==> config.mk <==
export PLATFORM = sky130hd
export DESIGN_NAME = position_frame_deframer_top_flat
export DESIGN_NICKNAME = d
export VERILOG_FILES = /design/src/pfd_pkg.sv /design/src/pfd_byte_if.sv /design/src/pfd_pos_if.sv /design/src/pfd_parser.sv /design/src/pfd_out_stage.sv /design/src/position_frame_deframer_top.sv /design/src/flat_wrapper.sv
export SDC_FILE = /design/constraint.sdc
export NUM_CORES = 1
export LEC_CHECK = 0
export ABC_AREA = 1
export BUFFER_PORTS_ARGS = -buffer_cell sky130_fd_sc_hd__buf_4
export CORE_MARGIN = 2
export CORE_UTILIZATION = 25
export DETAILED_ROUTE_END_ITERATION = 12
export PLACE_DENSITY = 0.54
export SYNTH_ARGS = -nofsm -noshare
export SYNTH_HDL_FRONTEND = slang
export SYNTH_SLANG_ARGS = --single-unit
==> constraint.sdc <==
create_clock -name clk -period 14.83 [get_ports clk]
set_input_delay 0.7415 -clock clk [delete_from_list [all_inputs] [get_ports clk]]
set_output_delay 0.7415 -clock clk [all_outputs]
set_load 0.05 [all_outputs]
==> src/pfd_pkg.sv <==
// Shared types and constants for the position frame deframer.
package pfd_pkg;

    localparam int PAYLOAD_BYTES = 24;
    localparam int IDX_W         = 5;

    typedef logic [7:0]       byte_t;
    typedef logic [31:0]      word_t;
    typedef logic [IDX_W-1:0] idx_t;

    localparam byte_t BYTE_CR = 8'h0D;
    localparam byte_t BYTE_LF = 8'h0A;

    localparam idx_t LAST_IDX = idx_t'(PAYLOAD_BYTES - 1);

    // payload byte offsets of the words that are kept
    localparam idx_t ANGLE_LO = idx_t'(0);
    localparam idx_t ANGLE_HI = idx_t'(3);
    localparam idx_t X_LO     = idx_t'(12);
    localparam idx_t X_HI     = idx_t'(15);
    localparam idx_t Y_LO     = idx_t'(16);
    localparam idx_t Y_HI     = idx_t'(19);

    typedef enum logic [2:0] {
        PH_HUNT = 3'd0,
        PH_HDR2 = 3'd1,
        PH_DATA = 3'd2,
        PH_TRL1 = 3'd3,
        PH_TRL2 = 3'd4
    } phase_t;

    typedef struct packed {
        word_t angle_bits;
        word_t pos_x_bits;
        word_t pos_y_bits;
    } pos_t;

endpackage

==> src/pfd_byte_if.sv <==
// Byte channel: valid/ready handshake carrying one received serial byte.
interface pfd_byte_if;
    logic          valid;
    logic          ready;
    pfd_pkg::byte_t rx_byte;

    modport source (output valid, output rx_byte, input ready);
    modport sink   (input valid, input rx_byte, output ready);
endinterface

==> src/pfd_pos_if.sv <==
// Position channel: valid/ready handshake carrying one decoded frame.
interface pfd_pos_if;
    logic          valid;
    logic          ready;
    pfd_pkg::word_t angle_bits;
    pfd_pkg::word_t pos_x_bits;
    pfd_pkg::word_t pos_y_bits;

    modport source (output valid, output angle_bits, output pos_x_bits,
                    output pos_y_bits, input ready);
    modport sink   (input valid, input angle_bits, input pos_x_bits,
                    input pos_y_bits, output ready);
endinterface

==> src/pfd_parser.sv <==
// Frame parser: header/payload/trailer state machine and word assembly.
module pfd_parser (
    input  logic           clk,
    input  logic           rst_n,
    input  logic           fire,
    input  pfd_pkg::byte_t rx_byte,
    output logic           emit,
    output pfd_pkg::pos_t  res
);
    import pfd_pkg::*;

    phase_t phase_reg, phase_next;
    idx_t   idx_reg, idx_next;
    word_t  angle_reg, angle_next;
    word_t  x_reg, x_next;
    word_t  y_reg, y_next;

    always_ff @(posedge clk or negedge rst_n)
    begin
        if (!rst_n)
        begin
            phase_reg <= PH_HUNT;
            idx_reg   <= '0;
        end
        else
        begin
            phase_reg <= phase_next;
            idx_reg   <= idx_next;
        end
    end

    always_ff @(posedge clk)
    begin
        angle_reg <= angle_next;
        x_reg     <= x_next;
        y_reg     <= y_next;
    end

    // next state
    always_comb
    begin
        phase_next = phase_reg;
        idx_next   = idx_reg;
        angle_next = angle_reg;
        x_next     = x_reg;
        y_next     = y_reg;
        if (fire)
        begin
            case (phase_reg)
                PH_HDR2:
                begin
                    if (rx_byte == BYTE_LF)
                    begin
                        phase_next = PH_DATA;
                        idx_next   = '0;
                    end
                    else if (rx_byte != BYTE_CR)
                    begin
                        phase_next = PH_HUNT;
                    end
                end
                PH_DATA:
                begin
                    if (idx_reg inside {[ANGLE_LO:ANGLE_HI]})
                        angle_next[{idx_reg[1:0], 3'b000} +: 8] = rx_byte;
                    else if (idx_reg inside {[X_LO:X_HI]})
                        x_next[{idx_reg[1:0], 3'b000} +: 8] = rx_byte;
                    else if (idx_reg inside {[Y_LO:Y_HI]})
                        y_next[{idx_reg[1:0], 3'b000} +: 8] = rx_byte;
                    if (idx_reg == LAST_IDX)
                    begin
                        phase_next = PH_TRL1;
                        idx_next   = '0;
                    end
                    else
                    begin
                        idx_next = idx_reg + idx_t'(1);
                    end
                end
                PH_TRL1:
                begin
                    if (rx_byte == BYTE_LF)
                        phase_next = PH_TRL2;
                    else if (rx_byte == BYTE_CR)
                        phase_next = PH_HDR2;
                    else
                        phase_next = PH_HUNT;
                end
                PH_TRL2:
                begin
                    phase_next = PH_HUNT;
                end
                default:
                begin
                    phase_next = (rx_byte == BYTE_CR) ? PH_HDR2 : PH_HUNT;
                end
            endcase
        end
    end

    // outputs
    always_comb
    begin
        emit           = fire && (phase_reg == PH_TRL2) && (rx_byte == BYTE_CR);
        res.angle_bits = angle_reg;
        res.pos_x_bits = x_reg;
        res.pos_y_bits = y_reg;
    end

    a_idx_zero_outside_data: assert property (@(posedge clk) disable iff (!rst_n)
        (phase_reg != PH_DATA) |-> (idx_reg == '0))
        else $error("byte index not cleared outside payload");

    a_last_byte_to_trailer: assert property (@(posedge clk) disable iff (!rst_n)
        (fire && phase_reg == PH_DATA && idx_reg == LAST_IDX) |=> (phase_reg == PH_TRL1))
        else $error("last payload byte did not move to trailer");

    a_emit_then_hunt: assert property (@(posedge clk) disable iff (!rst_n)
        emit |=> (phase_reg == PH_HUNT))
        else $error("parser not hunting after a good frame");

    a_cr_starts_header: assert property (@(posedge clk) disable iff (!rst_n)
        (fire && phase_reg == PH_HUNT && rx_byte == BYTE_CR) |=> (phase_reg == PH_HDR2))
        else $error("CR while hunting did not start a header");

endmodule

==> src/pfd_out_stage.sv <==
// Result register: holds one decoded frame until the receiver takes it.
module pfd_out_stage (
    input  logic          clk,
    input  logic          rst_n,
    input  logic          load,
    input  pfd_pkg::pos_t din,
    output logic          space,
    pfd_pos_if.source     res
);
    import pfd_pkg::*;

    logic valid_reg, valid_next;
    pos_t data_reg;

    assign space = !valid_reg || res.ready;

    always_comb
    begin
        if (load)
            valid_next = 1'b1;
        else if (res.ready)
            valid_next = 1'b0;
        else
            valid_next = valid_reg;
    end

    always_ff @(posedge clk or negedge rst_n)
    begin
        if (!rst_n)
            valid_reg <= 1'b0;
        else
            valid_reg <= valid_next;
    end

    always_ff @(posedge clk)
    begin
        if (load)
            data_reg <= din;
    end

    assign res.valid      = valid_reg;
    assign res.angle_bits = data_reg.angle_bits;
    assign res.pos_x_bits = data_reg.pos_x_bits;
    assign res.pos_y_bits = data_reg.pos_y_bits;

endmodule

==> src/position_frame_deframer_top.sv <==
// Top level of the position frame deframer.
//
// Usage:
//   rx  : byte items, one received serial byte each. The stream is parsed
//         continuously for frames of 0x0D 0x0A, 24 payload bytes, 0x0A 0x0D.
//   pos : one item per good frame, carrying the raw single-precision bits of
//         payload word 0 (angle), word 3 (x) and word 4 (y), little-endian.
//   Bytes of a bad frame are dropped; no item comes out for them.
// Throughput: one byte item per cycle, sustained, while pos is not stalled.
// Path: a frame's item reaches pos through the input register, which holds
//   its closing 0x0D, and then the result register, loaded when the parser
//   parses that byte.
// Reset (rst_n low, asynchronous): the parser goes back to hunting for a
//   header, the input register and the result register are emptied.
// Stall: while a result waits on pos and pos.ready is low, the byte held in
//   the input register is not parsed and rx.ready drops; no byte is lost.
module position_frame_deframer_top (
    input  logic       clk,
    input  logic       rst_n,
    pfd_byte_if.sink   rx,
    pfd_pos_if.source  pos
);
    import pfd_pkg::*;

    logic  stg_valid_reg, stg_valid_next;
    byte_t stg_byte_reg;
    logic  space;
    logic  fire;
    logic  rx_take;
    logic  emit;
    pos_t  res;

    // The registered byte is parsed when the result register can take
    // whatever the byte may produce.
    assign fire    = stg_valid_reg && space;
    assign rx.ready = !stg_valid_reg || space;
    assign rx_take = rx.valid && rx.ready;

    always_comb
    begin
        if (rx_take)
            stg_valid_next = 1'b1;
        else if (fire)
            stg_valid_next = 1'b0;
        else
            stg_valid_next = stg_valid_reg;
    end

    always_ff @(posedge clk or negedge rst_n)
    begin
        if (!rst_n)
            stg_valid_reg <= 1'b0;
        else
            stg_valid_reg <= stg_valid_next;
    end

    always_ff @(posedge clk)
    begin
        if (rx_take)
            stg_byte_reg <= rx.rx_byte;
    end

    pfd_parser u_parser (
        .clk     (clk),
        .rst_n   (rst_n),
        .fire    (fire),
        .rx_byte (stg_byte_reg),
        .emit    (emit),
        .res     (res)
    );

    pfd_out_stage u_out (
        .clk   (clk),
        .rst_n (rst_n),
        .load  (emit),
        .din   (res),
        .space (space),
        .res   (pos)
    );

endmodule

==> src/flat_wrapper.sv <==
// flat-port wrapper written by rule: the top's interface ports become plain ports
module position_frame_deframer_top_flat import pfd_pkg::*;
  (clk, rst_n, rx_valid, rx_rx_byte, rx_ready, pos_valid, pos_angle_bits, pos_pos_x_bits, pos_pos_y_bits, pos_ready);
  pfd_byte_if rx_i ();
  pfd_pos_if pos_i ();
  input  logic clk;
  input  logic rst_n;
  input wire logic [$bits(rx_i.valid)-1:0] rx_valid;
  input wire logic [$bits(rx_i.rx_byte)-1:0] rx_rx_byte;
  output wire logic [$bits(rx_i.ready)-1:0] rx_ready;
  output wire logic [$bits(pos_i.valid)-1:0] pos_valid;
  output wire logic [$bits(pos_i.angle_bits)-1:0] pos_angle_bits;
  output wire logic [$bits(pos_i.pos_x_bits)-1:0] pos_pos_x_bits;
  output wire logic [$bits(pos_i.pos_y_bits)-1:0] pos_pos_y_bits;
  input wire logic [$bits(pos_i.ready)-1:0] pos_ready;
  assign rx_i.valid = rx_valid;
  assign rx_i.rx_byte = rx_rx_byte;
  assign rx_ready = rx_i.ready;
  assign pos_valid = pos_i.valid;
  assign pos_angle_bits = pos_i.angle_bits;
  assign pos_pos_x_bits = pos_i.pos_x_bits;
  assign pos_pos_y_bits = pos_i.pos_y_bits;
  assign pos_i.ready = pos_ready;
  position_frame_deframer_top u_core (.clk(clk), .rst_n(rst_n), .rx(rx_i), .pos(pos_i));
endmodule
After elaboration in Yosys (flattened, before gate mapping) --
Cells that the tools add are included.
Storage, ports and cells: flip-flop bits (word level) 210, output and inout bits 98, logic and storage cells 69
Cells by class: reduce and logical (&&, ||, !) cells 19, bitwise logic cells 2, eq/ne operators 11, add/subtract/negate cells 2, muxes and demuxes 16, shift operators 2, $lt $le $gt $ge 6
Operator list (count):
- $bwmux W32 | 3
- $shift A8 B7 Y32 const A | 1
- $shiftx A8 B7 Y32 | 1
- $eq A8 B4 Y1 const B | 2
- $mux W3 | 4
- $pmux W3 S4 | 1
- $mux W5 | 2
- $pmux W5 S2 | 1
- $reduce_and A3 Y1 | 3
- $ne A8 B4 Y1 const B | 1
- $logic_and A1 B1 Y1 | 7
- $neg A5 Y7 | 1
- $eq A3 B2 Y1 const B | 2
- $reduce_bool A2 Y1 | 3
- $add A5 B1 Y5 const B | 1
- $eq A5 B5 Y1 const B | 1
- $ge A5 B1 Y1 const B | 1
- $ge A5 B4 Y1 const B | 1
- $ge A5 B5 Y1 const B | 1
- $le A5 B2 Y1 const B | 1
- $le A5 B4 Y1 const B | 1
- $le A5 B5 Y1 const B | 1
- $mux W1 | 5
- $reduce_and A5 Y1 | 1
- 8 further kinds | 12

Longest topological paths before layout --
Gate-level depths: netlist of run 1.
word-level depth 6, gate-level depth with buffers 9, depth with buffers taken out 9

Hierarchy --
From an unflattened synthesis of run 1, not the netlist that was laid out.
Second synthesis, totals: cell total of the unflattened synthesis 381, area, all modules 7029.2 sq um
By module, submodules not included:
- pfd_parser | area an instance 3808.7 sq um, times used 1, cells each 264
- pfd_out_stage | area an instance 2927.8 sq um, times used 1, cells each 101
- position_frame_deframer_top | area an instance 292.8 sq um, times used 1, cells each 16

Worst setup path before layout of run 1 --
No wires, ideal clock.
path type input to register, from in pos_ready, to reg u_core.u_out.data_reg (netlist bit u_core.u_out.res.angle_bits[0]), enable pin, path slack 6.603 ns, cell stages on the path 4, path buffers 0, data arrival time 7.559 ns, data required time 14.162 ns, path through inv_1 > nand2_1 > nand2_1 > nor3_1
On the way: longest elaborated chain between the ends 4
Ends and longest elaborated chain:
- start, declared | line flat_wrapper.sv:15 | input wire logic [$bits(pos_i.ready)-1:0] pos_ready;
- $logic_or A1 B1 Y1 | line pfd_out_stage.sv:15 | assign space = !valid_reg || res.ready;
- $logic_and A1 B1 Y1 | line position_frame_deframer_top.sv:35 | assign fire = stg_valid_reg && space;
- $logic_and A1 B1 Y1 (2 in series) | line pfd_parser.sv:104 | emit = fire && (phase_reg == PH_TRL2) && (rx_byte == BYTE_CR);
- net u_core.emit | line position_frame_deframer_top.sv:30 | logic emit;
- end signal, assigned | line pfd_out_stage.sv:38 | data_reg <= din;
- end, declared | line pfd_out_stage.sv:13 | pos_t data_reg;
The timed path passes the listed nets, and every way through them passes these cells. A chain may end at the register's enable or synchronous reset.

Final worst setup path of run 1 --
from reg u_core.u_parser.idx_reg[0], to reg u_core.u_parser.y_reg[1], enable pin
On the way: longest elaborated chain between the ends 4, elaborated cells on any way between the ends 12, those cells by class order compare: 6; bitwise: 2; reduce/logical: 4
Ends and longest elaborated chain:
- start, declared | line pfd_parser.sv:13 | idx_t idx_reg, idx_next;
- start signal, assigned | line pfd_parser.sv:28 | idx_reg <= idx_next;
- $ge A5 B4 Y1 (tied with other cells) | line pfd_parser.sv:66 | else if (idx_reg inside {[X_LO:X_HI]})
- $logic_and A1 B1 Y1, on equally long branches | line pfd_parser.sv:66, pfd_parser.sv:64
- $not A1 Y1 (no line)
- $reduce_and A5 Y1 (no line) *
- end signal, assigned | line pfd_parser.sv:36 | y_reg <= y_next;
- end, declared | line pfd_parser.sv:16 | word_t y_reg, y_next;
Mark *: on every way between the ends. The rest lies on a longest branch, timed or not.

==> flow_metrics.tcl, run 1 <==
set metrics [dict create \
    synth_area_per_cell_um2 18.4 \
    combPwrFrac_pct 8.7 \
    synth_area_um2 7090 \
    syn_to_final_growth_pct 28.4 \
    timing.setup.tns_ns 0 \
    grt_setup_unrepaired "no" \
    slew_violations 0 \
    worst_pin_slew_ns 0.844 \
    grt_pass1_wl_um 20500 \
    required_ns 14.94 \
    period_share_pct 17.1 \
    grt_usage_pct 9.21 \
    initial_utilization_pct 25.4 \
    grt_overflow 0 \
    status "finished clean" \
    cts_sinks 210 \
    netSwitchingFraction_pct 23.4 \
    crit_type "flop to flop" \
    maxCapViolCount 0 \
    vias_per_cell 3.79 \
    cp.arrival_ns 2.65 \
    hold_viol 0 \
    wl_per_cell_um 15.4 \
    yosysWarnings 0 \
    crit_path_start_kind "flop" \
    die_width_um 172 \
    std_cell_rows 61 \
    ys_seq_area_share_pct 88.3 \
    core_um2 27900 \
    max_stage_delay_ns 0.61 \
    finClkSkew_ns 0.0227 \
    crit_family "simple AND/OR/NAND/NOR gates" \
    dr.pass1.iters 4 \
    crit_chain "ha_1, nand2_1, nor2_1, ha_1, a21o_1, nand2_1, nand3_2, nor2_1" \
    crit_fanout 14 \
    dp_hpwl_um 10200 \
    ys_ff_latch 210 \
    die_y_um 172 \
    final.min_clock_period_ns 2.54 \
    clockRootBuffer "clkbuf_16" \
    drtAntennaViolNets 0 \
    antenna_found_initial 0 \
    ir_drop_mv 0.0724 \
    setup-violations-final 0 \
    ctsLongestPathBuffers 3 \
    route.vias.total 3438 \
    p_leak_nw 3.33 \
    hp-class "primary input to async pin" \
    total_power_w 0.00135 \
    fmax_ghz 0.394 \
    power.switching_w 0.000315 \
    worst_slew_margin_rel_pct 43.8 \
    endpoint_kind "flop" \
    synth_cell_type_count 24 \
    die_area_um2 29700 \
    syn_inst 385 \
    remaining_drc_errors 0 \
    cts.repair.resized 0 \
    drtIter0Drc 332 \
    gp_congestion 0.772 \
    cts-htree-levels 1 \
    antenna_cells 0 \
    cts.hold.buffers_added 0 \
    io_buffer_count 109 \
    grt_max_degree 70 \
    clk_pin_slew_ns 0.06 \
    power_density_nw_per_um2 148 \
    worst-path-buf-inv 0 \
    syn_nets 403 \
    num_io_pins 110 \
    clock_latency_ns 0.49 \
    grt_pass1_vias 3511 \
    p_int_w 0.00103 \
    wirelength_um 14000 \
    cp_slowest_cell "nor2_1" \
    p_seq_share_pct 50.9 \
    clkPwrFrac_pct 40.4 \
    post_cts.repair.setup_buffers 0 \
    num-fill-cells 2682 \
    cts_tree "done" \
    cts_buffers 21 \
    layout-drive-gt1-share_pct 30.2 \
    fin_nets 533 \
]
==> stage by stage <==
stage	cells	instance area [um2]	util, %	setup WS (ns)	hold slack (ns)
2_1_floorplan	385	7090	-	6.60	0.400
3_3_place_gp	870	8380	30.1	12.37	0.408
3_5_place_dp	870	8380	30.1	12.28	0.405
4_1_cts	908	9100	32.7	12.26	0.0601
5_1_grt	908	9100	32.7	12.09	0.0663
6_report	908	9100	32.7	12.29	0.0750
==> worst reg2reg max path, stage by stage, from the launching register on <==
cell,delay (ns)
dfrtp_1,0.53
ha_1,0.31
nand2_1,0.11
nor2_1,0.05
ha_1,0.18
a21o_1,0.17
nand2_1,0.07
nand3_2,0.12
nor2_1,0.61
==> Yosys cell counts <==
library cell | number | area, um2
a21o_1 | 1 | 7.51
a21oi_2 | 1 | 8.76
buf_2 | 3 | 15.0
buf_4 | 1 | 7.51
clkinv_1 | 1 | 3.75
dfrtp_1 | 10 | 250
edfxtp_1 | 200 | 6010
ha_1 | 6 | 75.1
inv_1 | 20 | 75.1
inv_2 | 5 | 18.8
nand2_1 | 47 | 176
nand2_2 | 2 | 12.5
nand3_1 | 11 | 55.1
nand3_2 | 3 | 30.0
nand3_4 | 1 | 17.5
nand3b_1 | 2 | 15.0
nor2_1 | 46 | 173
nor2_4 | 1 | 11.3
nor3_1 | 14 | 70.1
o21ai_0 | 1 | 5.00
o21ai_1 | 6 | 30.0
o21ai_2 | 1 | 8.76
o31ai_1 | 1 | 7.51
xor2_1 | 1 | 8.76
==> per-layer routing <==
layer  track usage (%)  part of all wire [%]  up-vias
met5                 0                     0        -
met4              3.95                   2.6        0
met3              1.65                   5.4       24
met2              15.4                    49       99
met1              11.8                    43     1655
li1                  -                     -     1660
==> cells in the final DEF, fill, tap and decap left out, drive strengths merged, types with 8 or more instances in the layout <==
cell and instances:
inv 27, clkbuf 23, nand3 15, nor3 14
edfxtp 200, dfrtp 10, buf 111, nand2 49
o21ai 8, clkinv 9, nor2 47
==> logic make-up after synthesis <==
| logic type | synth area share, % |
|---|---|
| XOR/XNOR | 0.124 |
| flip-flops | 88.3 |
| AO/OA/AOI/OAI | 0.953 |
| buffers and inverters | 1.69 |
| adder cells (fa/ha/maj) | 1.06 |
| AND/OR/NAND/NOR | 7.91 |
==> area by class of cell <==
class	count	area [um2]	share of cell area [%]
clock inverters	15	190	2.09
well taps	378	473	5.20
multi-input cells	145	717	7.88
flip-flops and latches	210	6260	68.7
clock buffers	23	533	5.86
repair buffers	111	833	9.16
inverters	26	97.6	1.07
==> power groups by stage <==
stage | sequential [W] | combinational (W) | clock (W)
2_1_floorplan | 0.000692 | 0.0000899 | 0
3_3_place_gp | 0.000697 | 0.000113 | 0
3_5_place_dp | 0.000698 | 0.000117 | 0
4_1_cts | 0.000685 | 0.000117 | 0.000556
5_1_grt | 0.000687 | 0.000134 | 0.000579
6_report | 0.000686 | 0.000117 | 0.000545
==> final timing paths <==
path | startpoint | endpoint | slack, ns | cells after the start
setup / recovery | u_core.u_parser.idx_reg[0]$_DFFE_PN0P_ | u_core.u_parser.y_reg[1]$_DFFE_PP_ | 12.29 | 8
hold / removal | rst_n | u_core.u_parser.idx_reg[0]$_DFFE_PN0P_ | 0.07 | 1
setup reg to reg | u_core.u_parser.idx_reg[0]$_DFFE_PN0P_ | u_core.u_parser.y_reg[1]$_DFFE_PP_ | 12.29 | 8
hold reg to reg | u_core.u_parser.x_reg[1]$_DFFE_PP_ | u_core.u_out.res.pos_x_bits[1]$_DFFE_PP_ | 0.40 | 0
max in group asynchronous | rst_n | u_core.u_parser.idx_reg[1]$_DFFE_PN0P_ | 14.60 | 1
min in group clk | u_core.u_parser.x_reg[1]$_DFFE_PP_ | u_core.u_out.res.pos_x_bits[1]$_DFFE_PP_ | 0.40 | 0
Note: power is estimated with default switching activity, not from simulation.
==> run 2, diff against run 1 <==
--- a/config.mk
+++ b/config.mk
@@ -5,12 +5,12 @@
 export SDC_FILE = /design/constraint.sdc
 export NUM_CORES = 1
 export LEC_CHECK = 0
-export ABC_AREA = 1
+export ABC_AREA = 0
 export BUFFER_PORTS_ARGS = -buffer_cell sky130_fd_sc_hd__buf_4
 export CORE_MARGIN = 2
 export CORE_UTILIZATION = 25
 export DETAILED_ROUTE_END_ITERATION = 12
-export PLACE_DENSITY = 0.54
+export PLACE_DENSITY = 0.55
 export SYNTH_ARGS = -nofsm -noshare
 export SYNTH_HDL_FRONTEND = slang
 export SYNTH_SLANG_ARGS = --single-unit
==> constraint.sdc (replaced) <==
create_clock -name clk -period 2.25 [get_ports clk]
set_input_delay 0.1125 -clock clk [delete_from_list [all_inputs] [get_ports clk]]
set_output_delay 0.1125 -clock clk [all_outputs]
set_load 0.05 [all_outputs]
==> flow_metrics.tcl, run 2 <==
set metrics [dict create \
    synth_area_leader_cell "edfxtp_1" \
    crit_fanout 8 \
    syn_nets 342 \
    syn_inst 324 \
    multiInputGateArea_um2 748 \
    grt_usage_pct 9.45 \
    synthTopCellsByArea "edfxtp_1 (85%), and2_1 (4.0%), dfrtp_1 (3.6%), ha_1 (1.1%), nor3_1 (0.43%)" \
    cp-startpoint "u_core.u_parser.phase_reg[0]$_DFFE_PN0P_" \
    dp_hpwl_um 9730 \
    post_cts.repair.setup_buffers 0 \
    final.min_clock_period_ns 2.15 \
    final_cell_mix "edfxtp_1 (200), buf_4 (129), and2_1 (39), clkbuf_16 (21)" \
    synth_area_per_cell_um2 21.7 \
    utilization_pct 33.4 \
    die_area_um2 29500 \
    syn_to_final_growth_pct 32.0 \
    grt_setup_unrepaired "no" \
    regArea_um2 6260 \
    worst_pin_slew_ns 0.658 \
    ir_drop_mv 0.426 \
    yosysWarnings 0 \
    synthFlopType "edfxtp_1" \
    setup-violations-final 0 \
    clockRootBuffer "clkbuf_16" \
    grt_overflow 0 \
    clock_latency_ns 0.50 \
    wirelength_um 14000 \
    regToRegStartpoint "u_core.u_parser.phase_reg[0]$_DFFE_PN0P_" \
    fin_nets 504 \
    cts_sinks 210 \
    slew_violations 0 \
    max_stage_delay_ns 0.48 \
    dr.pass1.iters 6 \
    synth_cell_type_count 36 \
    period_share_pct 95.8 \
    status "finished clean" \
    drtIter0Drc 276 \
    cp_slowest_cell "nor3_1" \
    finClkSkew_ns 0.0190 \
    num-fill-cells 2684 \
    maxCapViolCount 0 \
    die_y_um 172 \
    ys_seq_area_share_pct 88.9 \
    cts-htree-levels 1 \
    hp-class "primary input to async pin" \
    synth_common_cells "edfxtp_1 (200), and2_1 (45), dfrtp_1 (10)" \
    crit_chain "nor3b_4, nand3_2, nor3_1, and2_1" \
    io_buffer_count 109 \
    synth_top_area_share_pct 85.4 \
    synth_adder_area_share_pct 1.07 \
    ys_ff_latch 210 \
    crit_family "simple AND/OR/NAND/NOR gates" \
    core_um2 27800 \
    synth-compound-area-share_pct 1.49 \
    p_leak_nw 3.31 \
    ys_async_sr_fraction_pct 4.76 \
    antenna_found_initial 0 \
    endpoint_kind "flop" \
    power_density_nw_per_um2 918 \
    synth_top_family_by_area "simple AND/OR/NAND/NOR gates" \
    antenna_cells 0 \
    remaining_drc_errors 0 \
    clk_pin_slew_ns 0.06 \
    hold_viol 0 \
    die_width_um 172 \
    route.vias.total 3438 \
    synth_area_um2 7040 \
    cts_tree "done" \
    drtAntennaViolNets 0 \
    initial_utilization_pct 25.3 \
    ctsLongestPathBuffers 3 \
    synth_edf_count 200 \
    gp_congestion 0.782 \
    vias_per_cell 3.92 \
    crit_type "flop to flop" \
    muxShareOfSynthArea_pct 0.302 \
    num_io_pins 110 \
    cp.arrival_ns 2.29 \
    fmax_ghz 0.464 \
    layout-drive-gt1-share_pct 36.0 \
    cts_buffers 21 \
    synthMostInstantiatedCell "edfxtp_1" \
    synth_xor_area_share_pct 0 \
    worst_slew_margin_rel_pct 55.8 \
    grt_pass1_vias 3566 \
    worst-path-buf-inv 0 \
    grt_max_degree 44 \
    required_ns 2.39 \
    grt_pass1_wl_um 20800 \
    synthSimpleGateAreaFrac_pct 7.45 \
    wl_per_cell_um 16.0 \
    crit_path_start_kind "flop" \
    fin_hold_ws_ns 0.0114 \
    final_common_cell "edfxtp_1" \
    std_cell_rows 61 \
]
run 2: changes by cell type in the layout (fill, tap and decap cells not counted), sizes merged, moves of 3 or more:
cell | previous run | this run
buf | 111 | 132
nor3 | 14 | 6
nand2 | 49 | 6
and2 | 0 | 45
o21ai | 8 | 0
bufinv | 4 | 1
nand3 | 15 | 6
dlygate4sd3 | 0 | 10
inv | 27 | 10
o22ai | 0 | 3
nor4 | 0 | 4
nor2 | 47 | 1
run 2: final cells by class:
type	count	area share, %
inverters	8	0.323
multi-input cells	103	8.05
flip-flops and latches	210	67.3
repair buffers	142	12.1
clock buffers	23	5.74
well taps	378	5.09
clock inverters	14	1.29
run 2: through the flow:
stage                     setup slack, ns  total power, W  instance area [um2]  setup TNS (ns)  cells
after floorplan                     -2.33         0.00506                 7050         -224.07    324
after global placement              0.102         0.00531                 8530               0    831
after detailed placement           0.0495         0.00533                 8530               0    831
after CTS                          0.0316         0.00863                 9280               0    878
after global routing              0.00952         0.00890                 9290               0    878
final                              0.0953         0.00853                 9290               0    878
run 2: path summary, 6_finish.rpt:
path	endpoint	slack, ns	cells after the start
min in group clk	u_core.u_out.res.valid$_DFFE_PN0P_	0.24	4
max in group asynchronous	u_core.u_parser.idx_reg[1]$_DFFE_PN0P_	2.08	2
worst max-delay path	u_core.u_parser.angle_reg[19]$_DFFE_PP_	0.1	4
worst max register to register	u_core.u_parser.angle_reg[19]$_DFFE_PP_	0.1	4
worst min register to register	u_core.u_out.res.pos_y_bits[5]$_DFFE_PP_	0.42	0
worst min-delay path	u_core.u_out.res.valid$_DFFE_PN0P_	0.01	2
run 2: cells by family after synthesis:
group / Yosys count
mux: 2
fa+ha+maj: 6
compound gates: 14
buf+inv: 11
flops: 210
simple gates: 81
run 2: per-layer routing:
layer / global-route usage (%) / up-vias / routed length [um]
met5: 0 / - / 0
met4: 4.24 / 0 / 420
met3: 2.32 / 29 / 973
met2: 15.9 / 124 / 6840
met1: 11.5 / 1702 / 5780
li1: - / 1583 / -
run 2: power by group:
| group | switching [W] | internal [W] | total, W |
|---|---|---|---|
| sequential | 0.0000762 | 0.00451 | 0.00459 |
| combinational | 0.000423 | 0.000258 | 0.000681 |
| clock | 0.00140 | 0.00185 | 0.00326 |
| total | 0.00190 | 0.00662 | 0.00853 |
run 2: repair_timing:
action	CTS	global route
hold buffers	10	0
setup endpoints to repair	0	48
endpoints found under the hold margin	19	0
resized for setup	0	6
==> run 3, diff against run 2 <==
--- a/config.mk
+++ b/config.mk
@@ -9,8 +9,10 @@
 export BUFFER_PORTS_ARGS = -buffer_cell sky130_fd_sc_hd__buf_4
 export CORE_MARGIN = 2
 export CORE_UTILIZATION = 25
+export CTS_BUF_LIST = sky130_fd_sc_hd__clkbuf_4
 export DETAILED_ROUTE_END_ITERATION = 12
 export PLACE_DENSITY = 0.55
+export SETUP_SLACK_MARGIN = 0.2
 export SYNTH_ARGS = -nofsm -noshare
 export SYNTH_HDL_FRONTEND = slang
 export SYNTH_SLANG_ARGS = --single-unit
==> flow_metrics.tcl, run 3 (same netlist as run 2, synthesis figures left out) <==
set metrics [dict create \
    cts-htree-levels 2 \
    place_area_um2 8530 \
    finClkSkew_ns 0.0608 \
    grt_pass1_vias 3826 \
    p_int_w 0.00642 \
    slew_violations 0 \
    crit_fanout 7 \
    power_density_nw_per_um2 854 \
    endpoint_kind "flop" \
    remaining_drc_errors 0 \
    final_cell_area_um2 9800 \
    crit_top_cell "nor4_4" \
    io_buffer_count 109 \
    timing.setup.tns_ns 0 \
    fin_nets 559 \
    hold_viol 0 \
    worst_slew_margin_rel_pct 57.0 \
    drtAntennaViolNets 0 \
    period_share_pct 92.1 \
    ir_drop_mv 0.269 \
    stdcell_count 960 \
    cts_buffers 50 \
    power.switching_w 0.00195 \
    dp_hpwl_um 9730 \
    clk_pin_slew_ns 0.06 \
    maxCapViolCount 0 \
    wl_per_cell_um 16.1 \
    worst_pin_slew_ns 0.641 \
    regArea_um2 6260 \
    cp.arrival_ns 2.39 \
    required_ns 2.56 \
    gp_congestion 0.782 \
    final_common_cell "edfxtp_1" \
    cp_slowest_cell "edfxtp_1" \
    ctsLongestPathBuffers 3 \
    wirelength_um 15400 \
    drtIter0Drc 258 \
    max_stage_delay_ns 0.42 \
    hp-class "primary input to flop" \
    final.min_clock_period_ns 2.07 \
    fmax_ghz 0.483 \
    initial_utilization_pct 25.3 \
    netSwitchingFraction_pct 23.2 \
    grt_usage_pct 9.93 \
    multiInputGateArea_um2 795 \
    num_io_pins 110 \
    clockRootBuffer "clkbuf_4" \
    cts_tree "done" \
    num-fill-cells 2652 \
    std_cell_rows 61 \
    route.vias.total 3770 \
    core_um2 27800 \
    clock_latency_ns 0.65 \
    r2r_cells 6 \
    fin_hold_ws_ns 0.196 \
    antenna_found_initial 1 \
    die_y_um 172 \
    p_leak_nw 3.60 \
    p_seq_share_pct 54.8 \
    crit_type "flop to flop" \
    crit_path_start_kind "flop" \
    syn_to_final_growth_pct 39.3 \
    grt_pass1_wl_um 21700 \
    setup-violations-final 0 \
    dr.pass1.iters 5 \
    die_width_um 172 \
    dp.cells 831 \
    die_area_um2 29500 \
    grt_max_degree 27 \
    combPwrFrac_pct 8.6 \
    clkPwrFrac_pct 36.5 \
    cts_sinks 210 \
    vias_per_cell 3.93 \
    grt_overflow 0 \
    layout-drive-gt1-share_pct 44.8 \
    final_cell_mix "edfxtp_1 (200), buf_4 (135), clkbuf_4 (74), and2_1 (36), dlygate4sd3_1 (13)" \
    hold_path_depth 2 \
    grt_setup_unrepaired "yes" \
    status "finished clean" \
    crit_chain "nor4_4, nand4_1, nor4_4, buf_6, buf_12, clkbuf_16" \
]
run 3: cell count changes in the layout (fill, tap and decap cells not counted), sizes merged:
cell	change
clkbuf	+61
buf	+13
clkinv	+6
dlygate4sd3	+3
inv	-2
diode	+1
run 3: per-layer routing:
metal / share of wire [%] / vias to the layer above / track usage, %
met5: 0 / - / 0
met4: 3.1 / 0 / 4.64
met3: 7.5 / 40 / 3.34
met2: 51 / 146 / 16.7
met1: 39 / 1836 / 11.4
li1: - / 1748 / -
run 3: final timing paths:
path | startpoint | endpoint | slack, ns
worst max register to register | u_core.stg_byte_reg[4]$_DFFE_PP_ | u_core.u_out.res.angle_bits[29]$_DFFE_PP_ | 0.18
max in group asynchronous | rst_n | u_core.u_parser.idx_reg[0]$_DFFE_PN0P_ | 1.37
worst max-delay path | u_core.stg_byte_reg[4]$_DFFE_PP_ | u_core.u_out.res.angle_bits[29]$_DFFE_PP_ | 0.18
min in group asynchronous | rst_n | u_core.stg_valid_reg$_DFFE_PN0P_ | 0.51
worst min-delay path | rx_rx_byte[6] | u_core.stg_byte_reg[6]$_DFFE_PP_ | 0.20
worst min register to register | u_core.u_parser.angle_reg[24]$_DFFE_PP_ | u_core.u_out.res.angle_bits[24]$_DFFE_PP_ | 0.41
run 3: cell type report:
| cell class | count | share of cell area (%) |
|---|---|---|
| flip-flops and latches | 210 | 63.8 |
| repair buffers | 168 | 16.1 |
| multi-input cells | 103 | 8.11 |
| clock buffers | 74 | 5.67 |
| well taps | 378 | 4.83 |
| clock inverters | 18 | 1.11 |
| inverters | 8 | 0.306 |
| diodes | 1 | 0.0255 |
run 3: critical path: cells and delay by family, from the launching register on:
kind	cells	cell delay, ns
AND/OR/NAND/NOR	3	0.81
buffers and inverters	3	0.50
flip-flops	1	0.42
run 3: power groups by stage:
stage	registers, W	clock network, W	logic [W]
after floorplan	0.00465	0	0.000408
after global placement	0.00467	0	0.000642
after detailed placement	0.00467	0	0.000665
final	0.00459	0.00306	0.000723
after global routing	0.00460	0.00338	0.000818
after CTS	0.00459	0.00317	0.000707
run 3: what timing repair did:
action,in CTS,in global routing
hold endpoints to repair,30,0
buffers inserted,3,5
setup endpoints to repair,167,174
pin swaps,3,5
gates resized for setup,17,11
gates cloned,1,14
hold buffers,13,0
run 3: per-stage QoR:
step                utilization (%)  worst slack (ns)  power (W)
finish                         35.3             0.179    0.00837
global route                   35.3           -0.0102    0.00880
CTS                            33.9             0.104    0.00847
detailed placement             30.7            0.0495    0.00533
global placement               30.7             0.102    0.00531
floorplan                         -             -2.33    0.00506
